**config.mk**
```make
export PLATFORM = sky130hd
export DESIGN_NAME = lu_div
export DESIGN_NICKNAME = d
export VERILOG_FILES = /design/src/hdl/lu_pkg.sv /design/src/hdl/lu_div.sv
export SDC_FILE = /design/constraint.sdc
export NUM_CORES = 1
export LEC_CHECK = 0
export BUFFER_PORTS_ARGS = -buffer_cell sky130_fd_sc_hd__clkbuf_2
export CAP_MARGIN = 40
export CORE_UTILIZATION = 40
export CTS_CLUSTER_DIAMETER = 120
export DETAILED_ROUTE_END_ITERATION = 10
export GPL_TIMING_DRIVEN = 0
export HOLD_SLACK_MARGIN = 0.12
export PLACE_DENSITY_LB_ADDON = 0.25
export SETUP_SLACK_MARGIN = 0.2
export SYNTH_ARGS = -nofsm -noshare
export SYNTH_HDL_FRONTEND = slang
export SYNTH_SLANG_ARGS = --single-unit
```
**constraint.sdc**
```tcl
create_clock -name clk -period 3.35 [get_ports clk]
set_clock_uncertainty 0.2 [all_clocks]
set_input_delay 0.1675 -clock clk [delete_from_list [all_inputs] [get_ports clk]]
set_output_delay 0.1675 -clock clk [all_outputs]
set_load 0.03 [all_outputs]
```
**src/hdl/lu_pkg.sv**
```systemverilog
// Package: shared constants and types for the LU decomposition block.
package lu_pkg;
	localparam int MAX_DIM = 8;
	localparam int FRAC_BITS = 16;
	localparam int IDX_W = 3;
	localparam int ADDR_W = 6;
	localparam int DEPTH = MAX_DIM * MAX_DIM;
	localparam logic [0:0] CFG_SIZE = 1'b0;
	localparam logic [0:0] CFG_STAB = 1'b1;

	typedef logic signed [31:0] word_t;

	function automatic word_t sat32(input logic signed [65:0] v);
		if (v > 66'sd2147483647) return 32'sh7fffffff;
		if (v < -66'sd2147483648) return 32'sh80000000;
		return v[31:0];
	endfunction
endpackage

```
**src/hdl/lu_div.sv**
```systemverilog
// Radix-2 restoring divider for the pivot reciprocal, one quotient bit per cycle.
module lu_div (
	input  logic               clk,
	input  logic               arst_n,
	input  logic               start,
	input  lu_pkg::word_t      pivot,
	output logic               done,
	output lu_pkg::word_t      recip
);
	localparam int NB = 2 * lu_pkg::FRAC_BITS + 1;
	logic [NB-1:0] num_q;
	logic [NB-1:0] quo_q;
	logic [32:0]   rem_q;
	logic [31:0]   mag_q;
	logic          neg_q;
	logic          busy_q;
	logic [5:0]    cnt_q;
	logic [33:0]   trial;

	assign trial = {rem_q, num_q[NB-1]} - {2'b00, mag_q};

	always_ff @(posedge clk or negedge arst_n) begin
		if (!arst_n) begin
			busy_q <= 1'b0;
			done <= 1'b0;
		end else begin
			done <= 1'b0;
			if (start) begin
				busy_q <= 1'b1;
				cnt_q <= 6'(NB);
				num_q <= NB'(1) << (2 * lu_pkg::FRAC_BITS);
				rem_q <= '0;
				quo_q <= '0;
				neg_q <= pivot[31];
				mag_q <= pivot[31] ? 32'(-pivot) : 32'(pivot);
			end else if (busy_q) begin
				num_q <= num_q << 1;
				if (!trial[33]) begin
					rem_q <= trial[32:0];
					quo_q <= {quo_q[NB-2:0], 1'b1};
				end else begin
					rem_q <= {rem_q[31:0], num_q[NB-1]};
					quo_q <= {quo_q[NB-2:0], 1'b0};
				end
				cnt_q <= cnt_q - 6'd1;
				if (cnt_q == 6'd1) begin
					busy_q <= 1'b0;
					done <= 1'b1;
				end
			end
		end
	end

	always_comb begin
		if (!neg_q)
			recip = (quo_q > NB'(32'h7fffffff)) ? 32'sh7fffffff : quo_q[31:0];
		else
			recip = (quo_q > NB'(33'h80000000)) ? 32'sh80000000 : 32'(-quo_q[31:0]);
	end
endmodule

```
==> impl_metrics.yaml <==
run_status:
  status: "complete, but fails checks"
  violations: "negative setup slack"
finish:
  num-fill-cells: 1998
  finalNetCount: 1315
  area_delta_synth_final_pct: 41.8
  regArea_um2: 4190
  layout_common_cells: "edfxtp_1, nor2_1, mux2i_1"
  drive_above_1_share_pct: 28.4
  multiInputGateArea_um2: 6490
  final_cell_area_um2: 14200
  final_util_pct: 58.1
  final_common_cell: "edfxtp_1"
timing:
  relSlewSlack_pct: 27.0
  fin_crit_ns: 3.67
  fin_crit_sh_pct: 109
  drv_slew: 0
  rsz0062_at_grt: "true"
  worst_pin_slew_ns: 1.10
  fin_tns_setup_ns: -7.47
  max_freq_ghz: 0.273
  finalHoldViolCount: 0
  worst_slack_ns: -0.316
  setup_violations: 31
route:
  dr.pass1.iters: 5
  via_count: 8795
  wl_per_cell_um: 17.2
  via_per_inst: 5.57
  postRouteAntennaNets: 0
  wl_um: 27200
  drtIter0Drc: 595
  route.detailed.drc: 0
global_routing:
  gr-total-overflow: 0
  use_met2_pct: 35.5
  use_met3_pct: 3.79
  grt_util_all_layers_pct: 21.0
  grt_use_met1_pct: 27.5
  antenna_found_initial: 1
  first_global_vias: 8296
  grt-busiest-layer: "met2"
  grt_pass1_wl_um: 43000
  grt_start_max_net_pins: 64
die:
  core_um2: 24400
  ios: 68
  start_util_pct: 41.0
  dieHeight_um: 160
  die_w_um: 160
  rows: 57
  die-area_um2: 25600
critical_path:
  path_class: "reg2out"
  cp_data_required_time_ns: 2.98
  path_max_fanout: 5
  worstSetupEndpointType: "output port"
  critical_path_arrival_ns: 3.30
  start_kind: "flip-flop"
synth:
  syn_inst: 1027
  synth_flop_cell: "edfxtp_1"
  ys_seq_area_share_pct: 41.9
  yosysWarnings: 0
  synth.avg_cell_area_um2: 9.74
  synth-edff-count: 138
  netlist-cell-type-count: 80
  async_flop_share_pct: 1.43
  synth-seq-cells: 140
  synth_nets: 1100
  synth_area_um2: 10000
cts:
  cts_tree: "done"
  clockBufferDepth: 2
  cts-root-buf: "clkbuf_16"
  clk_pin_slew_ns: 0.06
  clkSinkCount: 140
  clk_latency_ns: 0.43
  cts_buffers: 17
  h-tree-depth: 4
placement:
  gp_congestion: 0.912
  post_dp_cell_area_um2: 11100
  port_buffers: 66
  place_hpwl_um: 17800
worst_hold_path:
  worstHoldPathType: "in2reg"
power_and_ir_drop:
  vdd.ir_drop.worst_v: 0.000326
  power_uw: 7560
  pwr_density_cell_nw_per_um2: 533
  p_leak_uw: 0.00598
job:
  max-cap-violations: 0
[registers in the layout, indices dropped and copies added, names as in the netlist]
register and flops:
rem_q 33, neg_q 1, mag_q 32, busy_q 1, num_q 33, cnt_q 6
quo_q 33, done 1
[synthesized netlist by cell type, drive strengths merged (5+ instances only)]
cell type | instances | area share [%]
nand4 | 17 | 1.2
inv | 57 | 2.1
nor4 | 7 | 0.59
nor3 | 18 | 0.95
clkbuf | 44 | 1.7
nand2 | 80 | 3.1
or2 | 5 | 0.34
buf | 19 | 0.96
o21a | 5 | 0.38
or3 | 24 | 1.6
o311ai | 26 | 2.4
and2 | 8 | 0.50
mux2i | 85 | 8.5
and3 | 6 | 0.38
o21ai | 53 | 2.7
nand2b | 15 | 1.1
a21o | 19 | 1.4
a211oi | 31 | 2.4
nand3b | 7 | 0.53
or4 | 6 | 0.53
edfxtp | 138 | 41
o21bai | 5 | 0.38
xor2 | 18 | 1.6
nor2 | 120 | 4.5
o41ai | 13 | 1.2
nand3 | 12 | 0.60
ha | 37 | 4.6
a21oi | 33 | 1.7
nor2b | 5 | 0.31
o31ai | 10 | 0.89
a311oi | 5 | 0.44
o31a | 7 | 0.61
xnor2 | 42 | 3.7
[logic make-up after synthesis]
logic type	count (synthesis)	synth area share [%]
simple gates	344	17.5
compound gates	237	16.9
flops	140	41.9
buf+inv	121	4.79
mux	87	8.73
xor+xnor	60	5.25
fa+ha+maj	38	4.83
[per-stage QoR]
stage          setup slack, ns  hold WS, ns  std cells
2_1_floorplan           0.0178       -0.328       1027
3_3_place_gp            -0.759        0.191       1417
3_5_place_dp            -0.361        0.188       1421
4_1_cts                 -0.396        0.194       1545
5_1_grt                 -0.442        0.265       1579
6_report                -0.316        0.196       1580
[final cells by class]
class	count	share of cell area, %
Multi-Input combinational cell	767	45.8
Buffer	63	2.96
Clock buffer	17	3.00
Timing Repair Buffer	195	13.2
Antenna cell	1	0.0176
Tap cell	324	2.86
Clock inverter	15	1.10
Inverter	58	1.54
Sequential cell	140	29.6
[worst paths after layout]
path | endpoint | startpoint | cells after the start | slack [ns]
setup / recovery | recip[14] | quo_q[11]$_SDFFCE_PP0P_ | 11 | -0.32
hold / removal | busy_q$_DFF_PN0_ | start | 4 | 0.20
setup reg to reg | rem_q[32]$_SDFFCE_PP0P_ | rem_q[26]$_SDFFCE_PP0P_ | 10 | -0.04
hold reg to reg | num_q[0]$_SDFFCE_PP0P_ | num_q[0]$_SDFFCE_PP0P_ | 1 | 0.37
max in group asynchronous | done$_DFF_PN0_ | arst_n | 3 | 2.23
min in group asynchronous | busy_q$_DFF_PN0_ | arst_n | 3 | 0.47
[layer usage]
metal | vias up | wire length [µm]
li1 | 4277 | -
met1 | 4239 | 12200
met2 | 241 | 13500
met3 | 38 | 1130
met4 | 0 | 417
met5 | - | 0
[critical path, cell delays in order (launching register included)]
cell      delay, ns
edfxtp_1       0.42
or4_4          0.55
nor4_4         0.34
nand4_4        0.15
o41ai_4        0.27
buf_4          0.18
nand2b_4       0.09
buf_8          0.16
o41ai_4        0.21
nand2_1        0.15
o311ai_4       0.12
clkbuf_8       0.22
[repair_timing]
item | in CTS | in global routing
endpoints found under the setup margin | 66 | 69
gates resized for setup | 161 | 144
hold buffers | 45 | 0
endpoints found under the hold margin | 79 | 0
gates cloned | 6 | 1
buffers inserted | 41 | 33
pin swaps | 59 | 55
[where the power goes]
part,switching (µW),total [µW],internal [µW]
sequential,169,2350,2180
combinational,1640,3330,1690
clock,829,1880,1050
total,2640,7560,4920
Power figures use the tool's default switching activity.
